[src/pic_pkg.sv]
`default_nettype none

package pic_pkg;

	// Field widths
	localparam int POS_W       = 24;
	localparam int CFG_W       = 23;
	localparam int MAX_STEPS_W = 11;
	localparam int DELTA_W     = POS_W + 2;
	localparam int PROD_W      = 2 * DELTA_W;
	localparam int SUM_W       = 64;
	localparam int MEAN_W      = 48;
	localparam int TRAJ_OUT_W  = 16;
	localparam int NUM_SUMS    = 6;

	// Counter widths
	localparam int STEP_COUNT_BITS = 11;
	localparam int TRAJ_COUNT_BITS = 16;

	// Queue between front and back
	localparam int QUEUE_DEPTH = 4;

	// APB
	localparam int APB_DATA_W = 32;
	localparam int APB_ADDR_W = 5;

	// Register reset values
	localparam logic [CFG_W-1:0]       PERIOD_A_RST  = 23'd823550;
	localparam logic [CFG_W-1:0]       PERIOD_C_RST  = 23'd274517;
	localparam logic [CFG_W-1:0]       JUMP_A_RST    = 23'd196608;
	localparam logic [CFG_W-1:0]       JUMP_C_RST    = 23'd131072;
	localparam logic [MAX_STEPS_W-1:0] MAX_STEPS_RST = 11'd1500;

	// Register indexes (byte address / 4)
	localparam logic [2:0] REG_PERIOD_A  = 3'd0;
	localparam logic [2:0] REG_PERIOD_C  = 3'd1;
	localparam logic [2:0] REG_JUMP_A    = 3'd2;
	localparam logic [2:0] REG_JUMP_C    = 3'd3;
	localparam logic [2:0] REG_MAX_STEPS = 3'd4;

	// Action codes carried on tuser
	localparam logic [1:0] ACT_BEGIN  = 2'd0;
	localparam logic [1:0] ACT_SAMPLE = 2'd1;
	localparam logic [1:0] ACT_FINISH = 2'd2;

	typedef struct packed {
		logic [CFG_W-1:0]       period_a;
		logic [CFG_W-1:0]       period_c;
		logic [CFG_W-1:0]       jump_a;
		logic [CFG_W-1:0]       jump_c;
		logic [MAX_STEPS_W-1:0] max_steps;
	} cfg_t;

	// Queue entry: an increment triple, or a finish marker whose trajectory
	// count rides zero-extended in the da field.
	typedef struct packed {
		logic                      fin;
		logic signed [DELTA_W-1:0] da;
		logic signed [DELTA_W-1:0] db;
		logic signed [DELTA_W-1:0] dc;
	} q_item_t;

	typedef struct packed {
		logic full;
		logic empty;
	} q_stat_t;

	typedef enum logic [2:0] {
		ST_RUN   = 3'b001,
		ST_START = 3'b010,
		ST_WAIT  = 3'b100
	} back_state_t;

endpackage

`default_nettype wire

[src/pic_front.sv]
`default_nettype none

module pic_front #(
	parameter int STEP_COUNT_BITS = pic_pkg::STEP_COUNT_BITS,
	parameter int TRAJ_COUNT_BITS = pic_pkg::TRAJ_COUNT_BITS
) (
	input  wire logic                      clk,
	input  wire logic                      arst_n,
	input  pic_pkg::cfg_t                  cfg,
	input  wire logic                      in_valid,
	output logic                           in_ready,
	input  wire logic [1:0]                action,
	input  wire logic [pic_pkg::POS_W-1:0] pos_a,
	input  wire logic [pic_pkg::POS_W-1:0] pos_b,
	input  wire logic [pic_pkg::POS_W-1:0] pos_c,
	input  pic_pkg::q_stat_t               q_stat,
	output logic                           q_push,
	output pic_pkg::q_item_t               q_item
);

	localparam int DW = pic_pkg::DELTA_W;
	localparam int CW = (STEP_COUNT_BITS > pic_pkg::MAX_STEPS_W) ?
		STEP_COUNT_BITS : pic_pkg::MAX_STEPS_W;

	logic signed [pic_pkg::POS_W-1:0] last_a_q, last_b_q, last_c_q;
	logic [STEP_COUNT_BITS-1:0]        step_q;
	logic [TRAJ_COUNT_BITS-1:0]        traj_q;

	logic                 accept;
	logic                 under_cap;
	logic                 take_sample;
	logic signed [DW-1:0] raw_a, raw_b, raw_c;
	logic signed [DW-1:0] da, dc;
	logic signed [DW-1:0] jmp_a, jmp_c, per_a, per_c;

	assign in_ready = !q_stat.full;
	assign accept   = in_valid && in_ready;

	// Raw increments against the previous position
	assign raw_a = DW'(signed'(pos_a)) - DW'(last_a_q);
	assign raw_b = DW'(signed'(pos_b)) - DW'(last_b_q);
	assign raw_c = DW'(signed'(pos_c)) - DW'(last_c_q);

	assign jmp_a = signed'(DW'(cfg.jump_a));
	assign jmp_c = signed'(DW'(cfg.jump_c));
	assign per_a = signed'(DW'(cfg.period_a));
	assign per_c = signed'(DW'(cfg.period_c));

	// Unwrap a and c by one box length for this increment only
	always_comb begin
		da = raw_a;
		if (raw_a > jmp_a) begin
			da = raw_a - per_a;
		end else if (raw_a < -jmp_a) begin
			da = raw_a + per_a;
		end
		dc = raw_c;
		if (raw_c > jmp_c) begin
			dc = raw_c - per_c;
		end else if (raw_c < -jmp_c) begin
			dc = raw_c + per_c;
		end
	end

	// Samples past the step limit or the counter top are dropped
	assign under_cap   = (CW'(step_q) < CW'(cfg.max_steps)) && (step_q != '1);
	assign take_sample = accept && (action == pic_pkg::ACT_SAMPLE) && under_cap;

	// Classify and push work to the back
	always_comb begin
		q_push      = 1'b0;
		q_item.fin  = 1'b0;
		q_item.da   = da;
		q_item.db   = raw_b;
		q_item.dc   = dc;
		if (take_sample) begin
			q_push = 1'b1;
		end else if (accept && (action == pic_pkg::ACT_FINISH)) begin
			q_push     = 1'b1;
			q_item.fin = 1'b1;
			q_item.da  = signed'(DW'(traj_q));
			q_item.db  = '0;
			q_item.dc  = '0;
		end
	end

	// Track trajectory state
	always_ff @(posedge clk or negedge arst_n) begin
		if (!arst_n) begin
			last_a_q <= '0;
			last_b_q <= '0;
			last_c_q <= '0;
			step_q   <= '0;
			traj_q   <= '0;
		end else if (accept) begin
			case (action)
				pic_pkg::ACT_BEGIN: begin
					if (traj_q != '1) begin
						traj_q <= traj_q + 1'b1;
					end
					step_q   <= '0;
					last_a_q <= signed'(pos_a);
					last_b_q <= signed'(pos_b);
					last_c_q <= signed'(pos_c);
				end
				pic_pkg::ACT_SAMPLE: begin
					if (under_cap) begin
						step_q   <= step_q + 1'b1;
						last_a_q <= signed'(pos_a);
						last_b_q <= signed'(pos_b);
						last_c_q <= signed'(pos_c);
					end
				end
				pic_pkg::ACT_FINISH: begin
					step_q   <= '0;
					traj_q   <= '0;
					last_a_q <= '0;
					last_b_q <= '0;
					last_c_q <= '0;
				end
				default: begin
				end
			endcase
		end
	end

endmodule

`default_nettype wire

[config.mk]
export PLATFORM = sky130hd
export DESIGN_NAME = pic_front
export DESIGN_NICKNAME = d
export VERILOG_FILES = /design/src/pic_pkg.sv /design/src/pic_front.sv
export SDC_FILE = /design/constraint.sdc
export NUM_CORES = 1
export LEC_CHECK = 0
export ABC_AREA = 1
export BUFFER_PORTS_ARGS = -buffer_cell sky130_fd_sc_hd__buf_2
export CORE_MARGIN = 2
export CORE_UTILIZATION = 30
export DETAILED_ROUTE_END_ITERATION = 16
export PLACE_DENSITY = 0.54
export SLEW_MARGIN = 25
export SYNTH_ARGS = -nofsm -noshare
export SYNTH_HDL_FRONTEND = slang
export SYNTH_SLANG_ARGS = --single-unit
[constraint.sdc]
create_clock -name clk -period 5.82 [get_ports clk]
set_input_delay 0.582 -clock clk [delete_from_list [all_inputs] [get_ports clk]]
set_output_delay 0.582 -clock clk [all_outputs]
set_load 0.01 [all_outputs]
# [After elaboration in Yosys (flattened, before gate mapping)]
# Cells that the tools add are included.
[classes] addsub=11 magnitude_cmp=5 n_eq_ne=6 muxes=18 n_reduce_logical=14
[ops] cell="24-bit case mux with 3 select lines" n=3
[ops] cell="79-bit 2-to-1 mux" n=2
[ops] cell="26-bit 2-to-1 mux" n=4
[ops] cell="24-bit by 24-bit subtractor with 25-bit output" n=3
[ops] cell="24-bit 2-to-1 mux" n=3
[ops] cell="25-bit by 24-bit adder with 26-bit output" n=2
[ops] cell="25-bit by 26-bit less-than comparator with 1-bit output" n=2
[ops] cell="23-bit negator with 26-bit output" n=2
[ops] cell="25-bit by 24-bit subtractor with 26-bit output" n=2
[ops] cell="25-bit by 24-bit greater-than comparator with 1-bit output" n=2
[ops] cell="16-bit case mux with 2 select lines" n=1
[ops] cell="11-bit case mux with 2 select lines" n=1
[ops] cell="16-bit by 1-bit adder with 16-bit output (second input constant)" n=1
[ops] cell="16-bit 2-to-1 mux" n=1
[ops] cell="16-bit inequality test (second input constant)" n=1
[ops] cell="11-bit by 1-bit adder with 11-bit output (second input constant)" n=1
[ops] cell="11-bit less-than comparator" n=1
[ops] cell="11-bit 2-to-1 mux" n=1
[ops] cell="11-bit inequality test (second input constant)" n=1
[ops] cell="3-bit AND reduction" n=3
[ops] cell="1-bit logical AND" n=5
[ops] cell="2-bit inequality test (second input constant)" n=2
[ops] cell="2-bit nonzero test" n=2
[ops] cell="3-bit nonzero test" n=1
[ops] cell="6 further kinds" n=7
[word_totals] regBits=99 inputBits=182 output_inout_bits=81 word_cells=59

# [Longest topological paths before layout]
[depth] depth_word=6 ltp_mapped=35 depth_no_buf=34

# [Least setup slack after synthesis]
# No wires, ideal clock.
[synth_path] path_kind="input to output" startpoint="input pos_a[0] in the netlist's numbering" endpoint="output q_item[74] in the netlist's numbering" arrival_ps=4262 required_time_ps=5238 setup_slack_ps=976 path_stages=24 n_path_buf=1 path_cell_list="inv_1 > ha_1 > fa_1 > nor3_1 > nor2_1 > o21ai_1 > a31oi_1 > o21ai_0 > xor2_1 > ha_1 > clkbuf_1 > inv_1 > nand3_1 > nor3_1 > nand3_1 > nand3_1 > nand3_1 > nand2_1 > a21boi_0 > or2_1 > nand2_1 > nand3_1 > nand3_1 > a21oi_1"
[synth_lines] item="start: declaration" line="pic_front.sv:13" rtl="input wire logic [pic_pkg::POS_W-1:0] pos_a,"
[synth_lines] item="end: declaration" line="pic_front.sv:18" rtl="output pic_pkg::q_item_t q_item"

==> results.sh <==
export IMPL_finalPower_mw=9.59
export IMPL_routed_wl_um=65200
export IMPL_drive_gt1_share_pct=15.3
export IMPL_overflow=0
export IMPL_htreeDepth=3
export IMPL_path_clk_slew_ns=0.08
export IMPL_viasPerCell=4.87
export IMPL_rrSetupSlack_ns=2.44
export IMPL_port_buffers=261
export IMPL_cts_buffers=9
export IMPL_whs_ns=0.218
export IMPL_r2r_end="step_q[4]$_DFFE_PN0P_"
export IMPL_status="finished, final reports clean"
export IMPL_max_cap_violations=0
export IMPL_worst_setup_path_type="reg2out"
export IMPL_die_area_mm2=0.0638
export IMPL_clkLatencyLatePin_ns=0.38
export IMPL_clock_sinks=99
export IMPL_holdBufCountCts=0
export IMPL_initial_core_util_pct=30.2
export IMPL_dp_hpwl_um=54800
export IMPL_skew_ns=0.0117
export IMPL_seq_area_frac_synth_pct=13.4
export IMPL_synth_seq_cells=99
export IMPL_io_pins=263
export IMPL_postSynthCellCount=2958
export IMPL_yosysWarnings=0
export IMPL_grt_usage_pct=20.2
export IMPL_ys_top_cells_by_area="ha_1 (18%), dfrtp_1 (13%), nand2_1 (11%)"
export IMPL_min_path_type="in2async"
export IMPL_yosys_area_top_type="ha_1"
export IMPL_finalSetupViolCount=0
export IMPL_ys_async_sr_fraction_pct=100
export IMPL_critPathLaunchType="flop"
export IMPL_multi_input_area_mm2=0.0137
export IMPL_syn_area_mm2=0.0185
export IMPL_grt_max_degree=101
export IMPL_r2r_cells=15
export IMPL_nNetsFinal=3696
export IMPL_final_cell_mix="nand2_1 (563), inv_1 (533), nand3_1 (276), ha_1 (268), buf_2 (260)"
export IMPL_synth_top_area_share_pct=18.1
export IMPL_synth_ff_type="dfrtp_1"
export IMPL_critPathArrivalTime_ns=4.95
export IMPL_cts_root_buffer="clkbuf_16"
export IMPL_regArea_mm2=0.00248
export IMPL_postSynthAreaPerCell_um2=6.27
export IMPL_final_common_cell="nand2_1"
export IMPL_drt_iter0_markers=984
export IMPL_r2r_start="step_q[2]$_DFFE_PN0P_"
export IMPL_die_w_um=253
export IMPL_nFillCells=6943
export IMPL_gp_congestion=0.958
export IMPL_synth_edf_count=0
export IMPL_die_h_um=253
export IMPL_synth_nets=3415
export IMPL_fmax_mhz=181
export IMPL_ys_types=61
export IMPL_fp_coreArea_mm2=0.0614
export IMPL_row_count=91
export IMPL_crit_path_end_kind="primary output"
export IMPL_required_ns=5.24
export IMPL_fin_util_pct=35.1
export IMPL_vias=19673
export IMPL_slew_viol_final=0
export IMPL_period_needed_ns=5.53
export IMPL_drt_pass1_iter_count=6
export IMPL_crit_fanout=7
export IMPL_antenna_found_initial=21
export IMPL_hold_violations=0
export IMPL_grt_pass1_wl_um=102000
export IMPL_drc=0
export IMPL_syn2layout_area_growth_pct=16.1
export IMPL_cts_buffer_depth=2
export IMPL_wl_per_cell_um=16.1
export IMPL_cts_tree="done"
export IMPL_slew_headroom_pct=39.6
export IMPL_tightest_slew_ns=0.907
export IMPL_peakVddDrop_mv=0.179
export IMPL_grt_pass1_vias=18867
export IMPL_ant_nets=0
export IMPL_p_leak_nw=11.8
export IMPL_fin_crit_sh_pct=95.0
export IMPL_p_per_area_mw_per_mm2=446
## worst max path at each step
stage,start,to,cells past startpoint
after global routing,last_a_q[3]$_DFFE_PN0P_,q_item[60],31
after detailed placement,pos_a[0],q_item[60],31
after global placement,pos_a[0],q_item[60],31
after floorplan,pos_a[0],q_item[74],24
final,last_c_q[0]$_DFFE_PN0P_,q_item[23],21
after CTS,last_a_q[0]$_DFFE_PN0P_,q_item[60],29
## state kept, by name (all words and copies together), names as in the netlist
signal    flops
last_a_q     24
last_b_q     24
last_c_q     24
traj_q       16
step_q       11
## worst max-delay path, stage by stage (launching register included)
cell and delay (ns):
dfrtp_1 0.39, ha_1 0.21, fa_1 0.41, o21ai_1 0.21, a31o_2 0.27, a21oi_1 0.14, o21bai_1 0.25, xnor2_1 0.30
inv_1 0.27, ha_1 0.45, nor2_1 0.20, inv_1 0.10, nor3_1 0.27, nand3_1 0.12, nand3_1 0.14, a21oi_1 0.09
or2_2 0.32, nand2_1 0.07, nand2_1 0.05, nand3_1 0.09, a21oi_1 0.06, buf_2 0.17
## what timing repair did
item	CTS	global route
setup buffers	0	2
resized for setup	0	31
endpoints found under the setup margin	0	50
## Yosys cell counts (3+ instances only)
cell and n:
nor2_1 211, clkbuf_1 38, or2_2 8, a21oi_2 11
inv_2 14, xnor2_1 22, nand3_2 16, a21boi_0 5
buf_2 18, nand2_2 22, o21bai_1 22, nand2_4 19
nor3b_1 3, dfrtp_1 99, a31o_2 4, a31oi_1 13
nor4_1 14, buf_6 7, xor2_1 118, o31ai_1 7
nand4_1 39, nand2_1 565, nand3_1 276, nor3_1 45
inv_1 534, a221oi_1 3, o31a_1 3, o21ai_0 194
ha_1 268, buf_4 5, nor2_2 12, nand3b_1 4
fa_1 7, o211ai_1 6, a21o_1 12, a21oi_1 258
o21ai_1 13, and3_1 3, a211oi_1 12
## power by group
| group | switching [mW] | internal (mW) | leakage [nW] | total (mW) |
|---|---|---|---|---|
| Clock | 0.341 | 0.309 | 0.148 | 0.650 |
| Combinational | 5.15 | 2.97 | 10.4 | 8.12 |
| Sequential | 0.0399 | 0.790 | 1.28 | 0.829 |
## cell families (layout without fill, tap and decap cells)
group                      after synthesis  after routing  share of synthesized area, %
adders and majority gates              275            275                          18.8
other                                    0              5                             0
DFF                                     99             99                          13.4
and+or+nand+nor                       1247           1247                          30.7
AOI/OAI and AO/OA                      576            576                          17.2
buffers and inverters                  620            906                          13.2
xor gates and xnor gates               141            141                          6.76
## per-layer routing
layer	vias to the layer above	part of all wire [%]	wire length (um)	track usage, %
li1	10241	-	-	-
met1	8900	47	30600	26.8
met2	434	46	30100	34.3
met3	78	4.7	3070	3.06
met4	20	2.1	1350	4.80
met5	-	0.19	127	0
## per-stage QoR
stage	instances	setup slack [ns]	instance area, um2	TNS, ns
6_report	4039	0.290	21500	0
5_1_grt	4038	-0.0109	21500	-0.0109
4_1_cts	4032	0.113	21400	0
3_5_place_dp	4016	0.232	21100	0
3_3_place_gp	4016	0.262	21100	0
2_1_floorplan	2958	0.976	18500	0
## area by class of cell
type,instances,share of cell area (%)
multi-input combinational,2239,63.8
sequential,99,11.5
inverter,550,9.63
timing repair buffer,340,8.96
tap,790,4.60
clock buffer,9,1.05
clock inverter,7,0.343
antenna,5,0.0582
No activity file was read; power rests on OpenSTA's default activity.
