==> src/pic_pkg.sv <==
`default_nettype none

package pic_pkg;

	// Field widths
	localparam int POS_W       = 24;
	localparam int CFG_W       = 23;
	localparam int MAX_STEPS_W = 11;
	localparam int DELTA_W     = POS_W + 2;
	localparam int PROD_W      = 2 * DELTA_W;
	localparam int SUM_W       = 64;
	localparam int MEAN_W      = 48;
	localparam int TRAJ_OUT_W  = 16;
	localparam int NUM_SUMS    = 6;

	// Counter widths
	localparam int STEP_COUNT_BITS = 11;
	localparam int TRAJ_COUNT_BITS = 16;

	// Queue between front and back
	localparam int QUEUE_DEPTH = 4;

	// APB
	localparam int APB_DATA_W = 32;
	localparam int APB_ADDR_W = 5;

	// Register reset values
	localparam logic [CFG_W-1:0]       PERIOD_A_RST  = 23'd823550;
	localparam logic [CFG_W-1:0]       PERIOD_C_RST  = 23'd274517;
	localparam logic [CFG_W-1:0]       JUMP_A_RST    = 23'd196608;
	localparam logic [CFG_W-1:0]       JUMP_C_RST    = 23'd131072;
	localparam logic [MAX_STEPS_W-1:0] MAX_STEPS_RST = 11'd1500;

	// Register indexes (byte address / 4)
	localparam logic [2:0] REG_PERIOD_A  = 3'd0;
	localparam logic [2:0] REG_PERIOD_C  = 3'd1;
	localparam logic [2:0] REG_JUMP_A    = 3'd2;
	localparam logic [2:0] REG_JUMP_C    = 3'd3;
	localparam logic [2:0] REG_MAX_STEPS = 3'd4;

	// Action codes carried on tuser
	localparam logic [1:0] ACT_BEGIN  = 2'd0;
	localparam logic [1:0] ACT_SAMPLE = 2'd1;
	localparam logic [1:0] ACT_FINISH = 2'd2;

	typedef struct packed {
		logic [CFG_W-1:0]       period_a;
		logic [CFG_W-1:0]       period_c;
		logic [CFG_W-1:0]       jump_a;
		logic [CFG_W-1:0]       jump_c;
		logic [MAX_STEPS_W-1:0] max_steps;
	} cfg_t;

	// Queue entry: an increment triple, or a finish marker whose trajectory
	// count rides zero-extended in the da field.
	typedef struct packed {
		logic                      fin;
		logic signed [DELTA_W-1:0] da;
		logic signed [DELTA_W-1:0] db;
		logic signed [DELTA_W-1:0] dc;
	} q_item_t;

	typedef struct packed {
		logic full;
		logic empty;
	} q_stat_t;

	typedef enum logic [2:0] {
		ST_RUN   = 3'b001,
		ST_START = 3'b010,
		ST_WAIT  = 3'b100
	} back_state_t;

endpackage

`default_nettype wire

==> src/pic_fifo.sv <==
`default_nettype none

module pic_fifo #(
	parameter int DEPTH = pic_pkg::QUEUE_DEPTH
) (
	input  wire logic              clk,
	input  wire logic              arst_n,
	input  wire logic              push,
	input  pic_pkg::q_item_t       push_item,
	input  wire logic              pop,
	output pic_pkg::q_item_t       head,
	output pic_pkg::q_stat_t       stat
);

	localparam int PTR_W = (DEPTH > 1) ? $clog2(DEPTH) : 1;
	localparam int CNT_W = $clog2(DEPTH + 1);

	pic_pkg::q_item_t mem_q [DEPTH];
	logic [PTR_W-1:0] wr_ptr_q;
	logic [PTR_W-1:0] rd_ptr_q;
	logic [CNT_W-1:0] cnt_q;

	// Advance pointers and fill count
	always_ff @(posedge clk or negedge arst_n) begin
		if (!arst_n) begin
			wr_ptr_q <= '0;
			rd_ptr_q <= '0;
			cnt_q    <= '0;
		end else begin
			if (push) begin
				wr_ptr_q <= (wr_ptr_q == PTR_W'(DEPTH - 1)) ? '0 : wr_ptr_q + 1'b1;
			end
			if (pop) begin
				rd_ptr_q <= (rd_ptr_q == PTR_W'(DEPTH - 1)) ? '0 : rd_ptr_q + 1'b1;
			end
			if (push && !pop) begin
				cnt_q <= cnt_q + 1'b1;
			end else if (pop && !push) begin
				cnt_q <= cnt_q - 1'b1;
			end
		end
	end

	// Store entries
	always_ff @(posedge clk) begin
		if (push) begin
			mem_q[wr_ptr_q] <= push_item;
		end
	end

	assign head       = mem_q[rd_ptr_q];
	assign stat.full  = (cnt_q == CNT_W'(DEPTH));
	assign stat.empty = (cnt_q == '0);

`ifndef SYNTHESIS
	a_fill_bound: assert property (@(posedge clk) disable iff (!arst_n)
		cnt_q <= CNT_W'(DEPTH))
		else $error("queue fill count beyond depth");
	a_pop_nonempty: assert property (@(posedge clk) disable iff (!arst_n)
		pop |-> cnt_q != '0)
		else $error("queue popped while empty");
`endif

endmodule

`default_nettype wire

==> config.mk <==
export PLATFORM = sky130hd
export DESIGN_NAME = pic_fifo
export DESIGN_NICKNAME = d
export VERILOG_FILES = /design/src/pic_pkg.sv /design/src/pic_fifo.sv
export SDC_FILE = /design/constraint.sdc
export NUM_CORES = 1
export LEC_CHECK = 0
export ABC_AREA = 1
export ABC_CLOCK_PERIOD_IN_PS = 2600
export BUFFER_PORTS_ARGS = -buffer_cell sky130_fd_sc_hd__buf_4
export CAP_MARGIN = 20
export CORE_UTILIZATION = 52
export DETAILED_ROUTE_END_ITERATION = 16
export PLACE_DENSITY = 0.79
export SLEW_MARGIN = 25
export SYNTH_ARGS = -nofsm -noshare
export SYNTH_HDL_FRONTEND = slang
export SYNTH_SLANG_ARGS = --single-unit
==> constraint.sdc <==
create_clock -name clk -period 2.6 [get_ports clk]
set_input_delay 0.39 -clock clk [delete_from_list [all_inputs] [get_ports clk]]
set_output_delay 0.39 -clock clk [all_outputs]
set_load 0.02 [all_outputs]
==> Yosys cells after proc, flatten, opt, wreduce, memory -nomap -nowiden <==
Memory sizes are Yosys's and may differ from the RTL's.
Index checks and enable logic that the tools add are counted.
W data, S select, Z words.
{ "totals": {"regBits": 7, "latchBits": 0, "ramBits": 316, "romBits": 0, "word_cells": 23, "memories": 1} }
{ "memory_table": {"columns": ["name", "words", "width", "rd", "rd_ports_with_merged_regs", "wr", "line_no", "rtl"], "rows": [
  ["mem_q", 4, 79, 1, 0, 1, "pic_fifo.sv:18", "pic_pkg::q_item_t mem_q [DEPTH];"]
]} }
{ "op_classes": {"n_addsub": 4, "multipliers": 0, "div": 0, "order_cmp": 0, "n_eq_ne": 3, "n_shift": 0, "muxes": 6, "n_bitwise": 0, "n_reduce_logical": 6} }
{ "op_table": {"columns": ["operator", "count"], "rows": [
  ["$mux W3", 2],
  ["$add A2 B1 Y2 const B", 2],
  ["$eq A2 B2 Y1 const B", 2],
  ["$mux W2", 2],
  ["$add A3 B1 Y3 const B", 1],
  ["$eq A3 B3 Y1 const B", 1],
  ["$logic_not A3 Y1", 1],
  ["$sub A3 B1 Y3 const B", 1],
  ["$logic_and A1 B1 Y1", 2],
  ["$logic_not A1 Y1", 2],
  ["$mux W1", 2],
  ["$reduce_bool A2 Y1", 1]
]} }

==> Longest topological paths before layout <==
Gate-level depths: netlist of the first run.
{ "logic_depth": {"depth_word": 4, "ltp_mapped": 9, "depth_no_buf": 9} }

==> Least setup slack after synthesis of the first run <==
Ideal clock, no wire load.
{ "synth_path": {"path_type": "register to register", "start": "register wr_ptr_q[0]", "end": "memory mem_q[2][0] (netlist bit), enable pin", "setup_ps": 433, "arrival_time_ps": 2196, "t_required_ps": 2167, "setup_slack_ps": -29, "stages_incl_launch_ff": 5, "synth_period_minus_slack_ps": 2629, "cell_sequence": "dfrtp_1 > inv_1 > ha_1 > nand2_1 > inv_1"} }
{ "synth_rtl": {"columns": ["element", "line_no", "rtl"], "rows": [
  ["start, declared", "pic_fifo.sv:19", "logic [PTR_W-1:0] wr_ptr_q;"],
  ["start signal, assigned", "pic_fifo.sv:31", "wr_ptr_q <= (wr_ptr_q == PTR_W'(DEPTH - 1)) ? '0 : wr_ptr_q + 1'b1;"],
  ["end, declared", "pic_fifo.sv:18", null]
]} }
Straight into the memory's write port.

==> results.sh, run 1 <==
export IMPL_max_freq_mhz=410
export IMPL_synth_area_um2=13000
export IMPL_relSlewSlack_pct=57.9
export IMPL_track_usage_pct=19.0
export IMPL_synth_compound_area_share_pct=9.92
export IMPL_critPathCaptureType="output pin"
export IMPL_worstSetupPathType="reg2out"
export IMPL_cp_max_fo=54
export IMPL_grt_first_pass_wirelength_mm=38.3
export IMPL_seq_area_frac_synth_pct=74.3
export IMPL_drive_above_1_share_pct=21.7
export IMPL_drc=0
export IMPL_numCtsBuffers=31
export IMPL_root_buffer="clkbuf_16"
export IMPL_internal_power_mw=11.5
export IMPL_synth_adder_area_share_pct=0.731
export IMPL_wire_per_inst_um=16.5
export IMPL_syn2layout_area_growth_pct=19.9
export IMPL_most_common_layout_cells="edfxtp_1, nand2_1, buf_4"
export IMPL_path_cells="bufinv_16, buf_12, nand2_1, o211ai_1, nand2_1, buf_4"
export IMPL_yosys_area_top_type="edfxtp_1"
export IMPL_synth_simple_area_share_pct=7.49
export IMPL_drt_pass1_iter_count=5
export IMPL_clock_skew_ns=0.00446
export IMPL_io_pins=164
export IMPL_ant_nets=0
export IMPL_dpl_hpwl_mm=14.1
export IMPL_crit_path_frequent_cell="nand2_1"
export IMPL_dpl_cell_area_um2=14600
export IMPL_vias=7637
export IMPL_p_leak_nw=6.32
export IMPL_synth_top_family_by_area="compound AO/OA/AOI/OAI gates"
export IMPL_critPathBufInv=3
export IMPL_vias_per_cell=5.14
export IMPL_drt_iter0_markers=468
export IMPL_synth_mux_area_share_pct=0
export IMPL_avgSynthCellArea_um2=13.4
export IMPL_period_share_pct=93.9
export IMPL_cap_violations=0
export IMPL_die_w_um=160
export IMPL_cp_top_family="buffers and inverters"
export IMPL_drv_slew=0
export IMPL_fillers=1732
export IMPL_antenna_found_initial=0
export IMPL_critPathSlowestCell="dfrtp_2"
export IMPL_p_total_mw=17.6
export IMPL_die_h_um=160
export IMPL_synth_seq_cells=323
export IMPL_rows=57
export IMPL_gp_congestion=0.734
export IMPL_clkSinkCount=323
export IMPL_yosys_warnings=0
export IMPL_initial_core_util_pct=53.2
export IMPL_syn_nets=1064
export IMPL_hold_viol=0
export IMPL_grt_pass1_vias=7535
export IMPL_status="finished, final reports clean"
export IMPL_peakVddDrop_mv=0.710
export IMPL_p_per_area_nw_per_um2=1130
export IMPL_worstPathArrival_ns=2.05
export IMPL_core_region_area_um2=24500
export IMPL_tns_ns=0
export IMPL_synth_cell_types=19
export IMPL_clkPwrFrac_pct=24.4
export IMPL_worstHoldPathType="in2reg"
export IMPL_tightest_slew_ns=0.631
export IMPL_portBuffers=163
export IMPL_htree_levels=1
export IMPL_switching_share_pct=34.4
export IMPL_p_sw_mw=6.07
export IMPL_drt_total_wl_mm=24.6
export IMPL_diodes=0
export IMPL_utilization_pct=63.8
export IMPL_p_seq_share_pct=39.3
export IMPL_worst_setup_path_start_kind="flip-flop"
export IMPL_rsz0062_at_grt="false"
export IMPL_cts_setup_buffers=0
export IMPL_period_minus_slack_ns=2.44
export IMPL_holdWs_ns=0.0511
export IMPL_final_nets=1231
export IMPL_syn_inst=974
export IMPL_synth_xor_area_share_pct=0.0673
export IMPL_p_comb_share_pct=36.3
export IMPL_synth_top_area_share_pct=72.9
export IMPL_synth_top_cells_by_area="edfxtp_1, o211ai_1, nand2_1, inv_1, o211ai_2"
export IMPL_die_area_um2=25700
export IMPL_post_route_cell_area_um2=15600
export IMPL_overflow=0
export IMPL_clkTransAtPathRegs_ns=0.06
export IMPL_setup_viol=0
export IMPL_clock_latency_ns=0.54
export IMPL_max_stage_delay_ns=0.50
export IMPL_final_common_cell="edfxtp_1"
export IMPL_grt_max_degree=85
export IMPL_worstPathRequired_ns=2.21
export IMPL_tritoncts="done"
export IMPL_cts_buffer_depth=3
==> registers in the layout, indices dropped and copies added (netlist names) <==
name      flops
cnt_q         3
wr_ptr_q      2
rd_ptr_q      2
mem_q       316
==> cell families (layout without fill, tap and decap cells) <==
| logic type | Yosys count | count (layout) |
|---|---|---|
| buffers and inverters | 223 | 410 |
| DFF | 323 | 323 |
| AOI/OAI and AO/OA | 162 | 162 |
| adders and majority gates | 7 | 7 |
| and+or+nand+nor | 258 | 258 |
| xor gates and xnor gates | 1 | 1 |
==> worst paths after layout <==
kind | slack, ns | start | depth (start not counted) | end
setup / recovery | 0.16 | rd_ptr_q[0] | 6 | head[51]
hold / removal | 0.05 | push_item[7] | 1 | mem_q[2][7]
setup reg to reg | 0.86 | wr_ptr_q[0] | 5 | mem_q[0][44]
hold reg to reg | 0.51 | cnt_q[2] | 2 | cnt_q[2]
max in group asynchronous | 2.25 | arst_n | 2 | rd_ptr_q[1]
min in group asynchronous | 0.21 | arst_n | 2 | cnt_q[1]
==> layout make-up <==
cell class / instances / area, um2 / share of cell area [%]
multi-input combinational: 428 / 2370 / 15.2
timing repair buffer: 184 / 1480 / 9.51
tap: 324 / 405 / 2.60
clock buffer: 34 / 787 / 5.04
clock inverter: 19 / 184 / 1.18
timing repair inverter: 2 / 17.5 / 0.112
sequential: 323 / 9670 / 62.0
inverter: 171 / 683 / 4.38
==> worst register-to-register path: stages (launching register included) <==
cell and delay [ns]:
dfrtp_1 0.42, inv_1 0.12, ha_1 0.15, nand2_1 0.07, clkinvlp_4 0.07, buf_4 0.51
==> per-stage QoR <==
step | setup WS [ns] | cells
6_report | 0.159 | 1485
5_1_grt | 0.0208 | 1485
4_1_cts | 0.0516 | 1483
3_5_place_dp | 0.573 | 1429
3_3_place_gp | 0.629 | 1429
2_1_floorplan | 0.0556 | 974
==> power by group through the flow <==
stage          Clock (mW)  Sequential [mW]  Combinational (mW)
3_5_place_dp            0             7.02                6.37
2_1_floorplan           0             6.98                4.04
4_1_cts              4.38             6.92                6.40
3_3_place_gp            0             6.98                6.25
5_1_grt              4.59             6.99                6.96
6_report             4.30             6.92                6.39
==> cells in the mapped netlist <==
cell type and instances:
o211ai_1 141, xnor2_1 1, o21ai_1 4, nand3_1 1, buf_2 13, clkbuf_1 21, buf_4 2, buf_6 16
o211ai_2 17, nand2_1 252, dfrtp_1 7, nor3_1 2, edfxtp_1 316, fa_1 1, nand4_1 1, inv_1 168
ha_1 6, nor2_1 2, inv_2 3
==> layer usage <==
metal / global-route usage, % / vias to the layer above / wire [um]
li1: - / 3733 / -
met1: 24.2 / 3645 / 10200
met2: 32.5 / 217 / 12200
met3: 4.13 / 42 / 1620
met4: 5.71 / 0 / 534
met5: 0 / - / 0
==> repair_timing <==
action,in CTS,in global routing
hold endpoints to repair,7,0
gates cloned,0,2
resized for setup,1,3
endpoints found under the setup margin,1,38
hold buffers,1,0
(Power assumes the default switching activity.)
==> inputs of run 2 (changes only) <==
--- a/config.mk
+++ b/config.mk
@@ -11,7 +11,7 @@
 export CAP_MARGIN = 20
 export CORE_UTILIZATION = 52
 export DETAILED_ROUTE_END_ITERATION = 16
-export PLACE_DENSITY = 0.79
+export PLACE_DENSITY_LB_ADDON = 0.15
 export SLEW_MARGIN = 25
 export SYNTH_ARGS = -nofsm -noshare
 export SYNTH_HDL_FRONTEND = slang
==> results.sh, run 2 (synthesis results as in run 1) <==
export IMPL_status="finished, final reports clean"
export IMPL_drive_above_1_share_pct=21.5
export IMPL_worstSetupPathType="reg2out"
export IMPL_overflow=0
export IMPL_dpl_hpwl_mm=14.0
export IMPL_grt_max_degree=81
export IMPL_rrSetupSlack_ns=0.78
export IMPL_clock_latency_ns=0.50
export IMPL_max_freq_mhz=404
export IMPL_clock_skew_ns=0.0119
export IMPL_top_regs="mem_q: 316 flops, cnt_q: 3 flops"
export IMPL_place_inst=1425
export IMPL_drt_pass1_iter_count=4
export IMPL_hp_start="push_item[31]"
export IMPL_worstRegToRegCells=5
export IMPL_max_stage_delay_ns=0.48
export IMPL_most_common_layout_cells="edfxtp_1, nand2_1, buf_4"
export IMPL_vias_per_cell=5.05
export IMPL_tns_ns=0
export IMPL_critPathBufInv=3
export IMPL_relSlewSlack_pct=65.7
export IMPL_clkSinkCount=323
export IMPL_wire_per_inst_um=16.3
export IMPL_gp_congestion=0.725
export IMPL_worstPathArrival_ns=2.09
export IMPL_portBuffers=163
export IMPL_tightest_slew_ns=0.514
export IMPL_r2r_start="wr_ptr_q[1]"
export IMPL_cts_buffer_depth=3
export IMPL_final_cells=1486
export IMPL_ant_nets=0
export IMPL_worstPathRequired_ns=2.21
export IMPL_worstHoldPathCells=1
export IMPL_critPathCaptureType="output pin"
export IMPL_core_region_area_um2=24500
export IMPL_numCtsBuffers=36
export IMPL_holdPathEnd="mem_q[1][31]"
export IMPL_tritoncts="done"
export IMPL_drt_iter0_markers=457
export IMPL_syn2layout_area_growth_pct=20.5
export IMPL_drt_total_wl_mm=24.2
export IMPL_vias=7504
export IMPL_diodes=0
export IMPL_grt_pass1_vias=7473
export IMPL_largest_register="mem_q"
export IMPL_p_per_area_nw_per_um2=1140
export IMPL_track_usage_pct=19.7
export IMPL_die_w_um=160
export IMPL_drc=0
export IMPL_setup_viol=0
export IMPL_grt_first_pass_wirelength_mm=39.2
export IMPL_cap_violations=0
export IMPL_final_common_cell="edfxtp_1"
export IMPL_r2r_end="mem_q[1][59]"
export IMPL_largest_register_ffs=316
export IMPL_final_nets=1230
export IMPL_htree_levels=2
export IMPL_period_minus_slack_ns=2.48
export IMPL_io_pins=164
export IMPL_die_h_um=160
export IMPL_die_area_um2=25700
export IMPL_period_share_pct=95.3
export IMPL_hold_viol=0
export IMPL_cp_top_family="buffers and inverters"
export IMPL_peakVddDrop_mv=0.713
export IMPL_root_buffer="clkbuf_16"
export IMPL_cp_max_fo=80
export IMPL_rsz0062_at_grt="false"
export IMPL_rows=57
export IMPL_clkTransAtPathRegs_ns=0.06
export IMPL_antenna_found_initial=0
export IMPL_worstHoldPathType="in2reg"
export IMPL_cts_setup_buffers=0
export IMPL_p_leak_nw=6.34
export IMPL_critPathSlowestCell="dfrtp_1"
export IMPL_initial_core_util_pct=53.2
export IMPL_worst_setup_path_start_kind="flip-flop"
export IMPL_drv_slew=0
export IMPL_path_cells="clkinv_8, buf_12, o211ai_1, nand2_1, buf_4"
## run 2: stage by stage
| step | hold slack, ns | cell area [um2] | worst slack, ns | util, % | total power [mW] |
|---|---|---|---|---|---|
| floorplan | 0.0944 | 13000 | 0.0556 | - | 11.0 |
| global placement | 0.214 | 14600 | 0.625 | 59.6 | 13.3 |
| detailed placement | 0.214 | 14600 | 0.583 | 59.6 | 13.4 |
| CTS | 0.0622 | 15700 | 0.0402 | 64.1 | 18.1 |
| global route | 0.0626 | 15700 | 0.0105 | 64.1 | 18.8 |
| finish | 0.0882 | 15700 | 0.122 | 64.1 | 17.8 |
## run 2: power breakdown
part           total (mW)  internal (mW)  switching (mW)
logic                6.29           2.26            4.03
clock network        4.62           2.79            1.84
registers            6.89           6.68           0.219
total                17.8           11.7            6.09
## run 2: layout make-up
type / instances / area (um2)
sequential: 323 / 9670
fill: 1827 / 8780
multi-input combinational: 428 / 2370
timing repair buffer: 180 / 1500
clock buffer: 46 / 960
inverter: 171 / 667
tap: 324 / 405
clock inverter: 14 / 116
## run 2: layer usage
metal	vias up	global-route usage (%)	share of wire, %
li1	3723	-	-
met1	3572	23.6	41
met2	155	34.0	50
met3	54	5.06	6.1
met4	0	7.97	3.0
met5	-	0	0
## run 2: how the worst max path moves through the flow
stage | from | to | cells past startpoint
after floorplan | wr_ptr_q[0] | mem_q[3][0] | 3
after global placement | rd_ptr_q[0] | head[61] | 6
after detailed placement | rd_ptr_q[0] | head[61] | 6
after CTS | rd_ptr_q[0] | head[61] | 6
after global routing | rd_ptr_q[0] | head[26] | 5
final | rd_ptr_q[0] | head[26] | 5
## run 2: what timing repair did
item                                   CTS  global route
endpoints found under the hold margin    7             0
gates resized for setup                  0             2
setup endpoints to repair                0            25
hold buffers                             1             0
==> inputs of run 3 (changes only) <==
--- a/config.mk
+++ b/config.mk
@@ -5,11 +5,10 @@
 export SDC_FILE = /design/constraint.sdc
 export NUM_CORES = 1
 export LEC_CHECK = 0
-export ABC_AREA = 1
 export ABC_CLOCK_PERIOD_IN_PS = 2600
 export BUFFER_PORTS_ARGS = -buffer_cell sky130_fd_sc_hd__buf_4
 export CAP_MARGIN = 20
-export CORE_UTILIZATION = 52
+export CORE_UTILIZATION = 51
 export DETAILED_ROUTE_END_ITERATION = 16
 export PLACE_DENSITY_LB_ADDON = 0.15
 export SLEW_MARGIN = 25
==> results.sh, run 3 <==
export IMPL_die_area_um2=23900
export IMPL_p_total_mw=17.1
export IMPL_async_reset_ff_share_pct=2.17
export IMPL_period_share_pct=92.6
export IMPL_worstPathArrival_ns=2.02
export IMPL_rows=55
export IMPL_yosys_warnings=0
export IMPL_synth_cell_types=20
export IMPL_syn2layout_area_growth_pct=23.2
export IMPL_numCtsBuffers=35
export IMPL_hold_viol=0
export IMPL_rsz0062_at_grt="false"
export IMPL_gp_congestion=0.692
export IMPL_vias_per_cell=5.35
export IMPL_cp_max_fo=32
export IMPL_largest_register="mem_q"
export IMPL_synth_top_area_share_pct=79.8
export IMPL_period_minus_slack_ns=2.41
export IMPL_cap_violations=0
export IMPL_peakVddDrop_mv=0.623
export IMPL_grt_first_pass_wirelength_mm=33.2
export IMPL_most_common_layout_cells="edfxtp_1, buf_4, mux4_2"
export IMPL_p_leak_nw=5.05
export IMPL_final_nets=741
export IMPL_synth_top_cells_by_area="edfxtp_1, mux4_2, dfrtp_1, buf_12, ha_1"
export IMPL_synthFlopType="edfxtp_1"
export IMPL_syn_inst=450
export IMPL_synth_most_common_cell="edfxtp_1"
export IMPL_clock_skew_ns=0.0122
export IMPL_largest_register_ffs=316
export IMPL_drt_pass1_iter_count=4
export IMPL_root_buffer="clkbuf_16"
export IMPL_setup_viol=0
export IMPL_tightest_slew_ns=0.525
export IMPL_vias=5293
export IMPL_p_per_area_nw_per_um2=1160
export IMPL_tritoncts="done"
export IMPL_worstPathRequired_ns=2.21
export IMPL_drive_above_1_share_pct=46.3
export IMPL_dpl_cell_area_um2=13600
export IMPL_status="finished, final reports clean"
export IMPL_grt_max_degree=51
export IMPL_drv_slew=0
export IMPL_io_pins=164
export IMPL_relSlewSlack_pct=65.0
export IMPL_grt_pass1_vias=5833
export IMPL_ant_nets=0
export IMPL_drt_iter0_markers=337
export IMPL_antenna_found_initial=1
export IMPL_holdWs_ns=0.0909
export IMPL_worstRegToRegCells=3
export IMPL_top_regs="mem_q: 316 flops, cnt_q: 3 flops"
export IMPL_cts_buffer_depth=3
export IMPL_synth_seq_cells=323
export IMPL_diodes=0
export IMPL_r2r_end="mem_q[3][27]"
export IMPL_clkTransAtPathRegs_ns=0.06
export IMPL_clock_latency_ns=0.49
export IMPL_holdPathEnd="mem_q[2][3]"
export IMPL_initial_core_util_pct=52.2
export IMPL_hp_start="push_item[3]"
export IMPL_wire_per_inst_um=21.7
export IMPL_avgSynthCellArea_um2=26.4
export IMPL_yosys_area_top_type="edfxtp_1"
export IMPL_drc=0
export IMPL_final_common_cell="edfxtp_1"
export IMPL_synth_edf_count=316
export IMPL_portBuffers=163
export IMPL_die_w_um=155
export IMPL_fillers=1537
export IMPL_dpl_hpwl_mm=12.9
export IMPL_post_route_cell_area_um2=14700
export IMPL_drt_total_wl_mm=21.5
export IMPL_seq_area_frac_synth_pct=81.3
export IMPL_htree_levels=2
export IMPL_place_ws_ns=0.472
export IMPL_setup_ws_ns=0.192
export IMPL_track_usage_pct=18.7
export IMPL_tns_ns=0
export IMPL_worstSetupPathType="reg2out"
export IMPL_overflow=0
export IMPL_clkSinkCount=323
export IMPL_critPathCaptureType="output pin"
export IMPL_worstHoldPathType="in2reg"
export IMPL_synth_area_um2=11900
export IMPL_core_region_area_um2=22800
export IMPL_die_h_um=155
export IMPL_worstHoldPathCells=1
export IMPL_rrSetupSlack_ns=0.87
export IMPL_max_freq_mhz=415
export IMPL_worst_setup_path_start_kind="flip-flop"
export IMPL_syn_nets=540
export IMPL_r2r_start="wr_ptr_q[0]"
export IMPL_synth_commonest_cells="edfxtp_1, mux4_2, buf_2, buf_12, dfrtp_1"
[run 3: cells by family after synthesis]
logic type,synth area share (%)
adder cells (fa/ha/maj),0.800
XOR/XNOR,0.221
multiplexers,15.2
buffers and inverters,1.89
AND/OR/NAND/NOR,0.474
flip-flops,81.3
AO/OA/AOI/OAI,0.0842
[run 3: cell type report]
type,instances,area (um2),area share [%]
Sequential cell,323,9670,66.0
Multi-Input combinational cell,105,2010,13.7
Timing Repair Buffer,182,1510,10.3
Clock buffer,44,952,6.50
Tap cell,313,392,2.67
Clock inverter,18,101,0.692
Inverter,4,15.0,0.102
[run 3: worst max-delay path by stage]
stage                      from           to  slack, ns  cells past startpoint
floorplan           wr_ptr_q[0]  mem_q[2][0]       0.56                      3
global placement    rd_ptr_q[0]     head[33]       0.49                      3
detailed placement  rd_ptr_q[0]     head[33]       0.47                      3
CTS                 rd_ptr_q[1]     head[69]       0.03                      3
global route        rd_ptr_q[0]     head[69]       0.11                      3
finish              rd_ptr_q[0]     head[69]       0.19                      3
[run 3: timing repair]
action,CTS,global route
hold endpoints to repair,7,0
pin swaps,0,0
hold buffers,1,0
gates resized for setup,1,0
endpoints found under the setup margin,24,4
gates cloned,0,0
setup buffers,2,1
[run 3: critical path, cell delays in order, from the launching register on]
cell,delay (ns)
dfrtp_4,0.48
buf_12,0.26
mux4_2,0.57
buf_4,0.18
[run 3: per-layer routing]
layer	GRT usage, %	wire length, um
met1	25.2	8910
met2	30.8	10800
met3	4.34	1410
met4	5.47	380
met5	0	13
[run 3: per-stage QoR]
stage                     utilization [%]  std cells
after floorplan                         -        450
after global placement               59.5        923
after detailed placement             59.5        923
after CTS                            64.2        988
after global routing                 64.3        989
final                                64.3        989
[run 3: power by group]
| group | switching (mW) | internal (mW) |
|---|---|---|
| Sequential | 0.302 | 6.68 |
| Combinational | 2.92 | 2.64 |
| Clock | 1.83 | 2.68 |
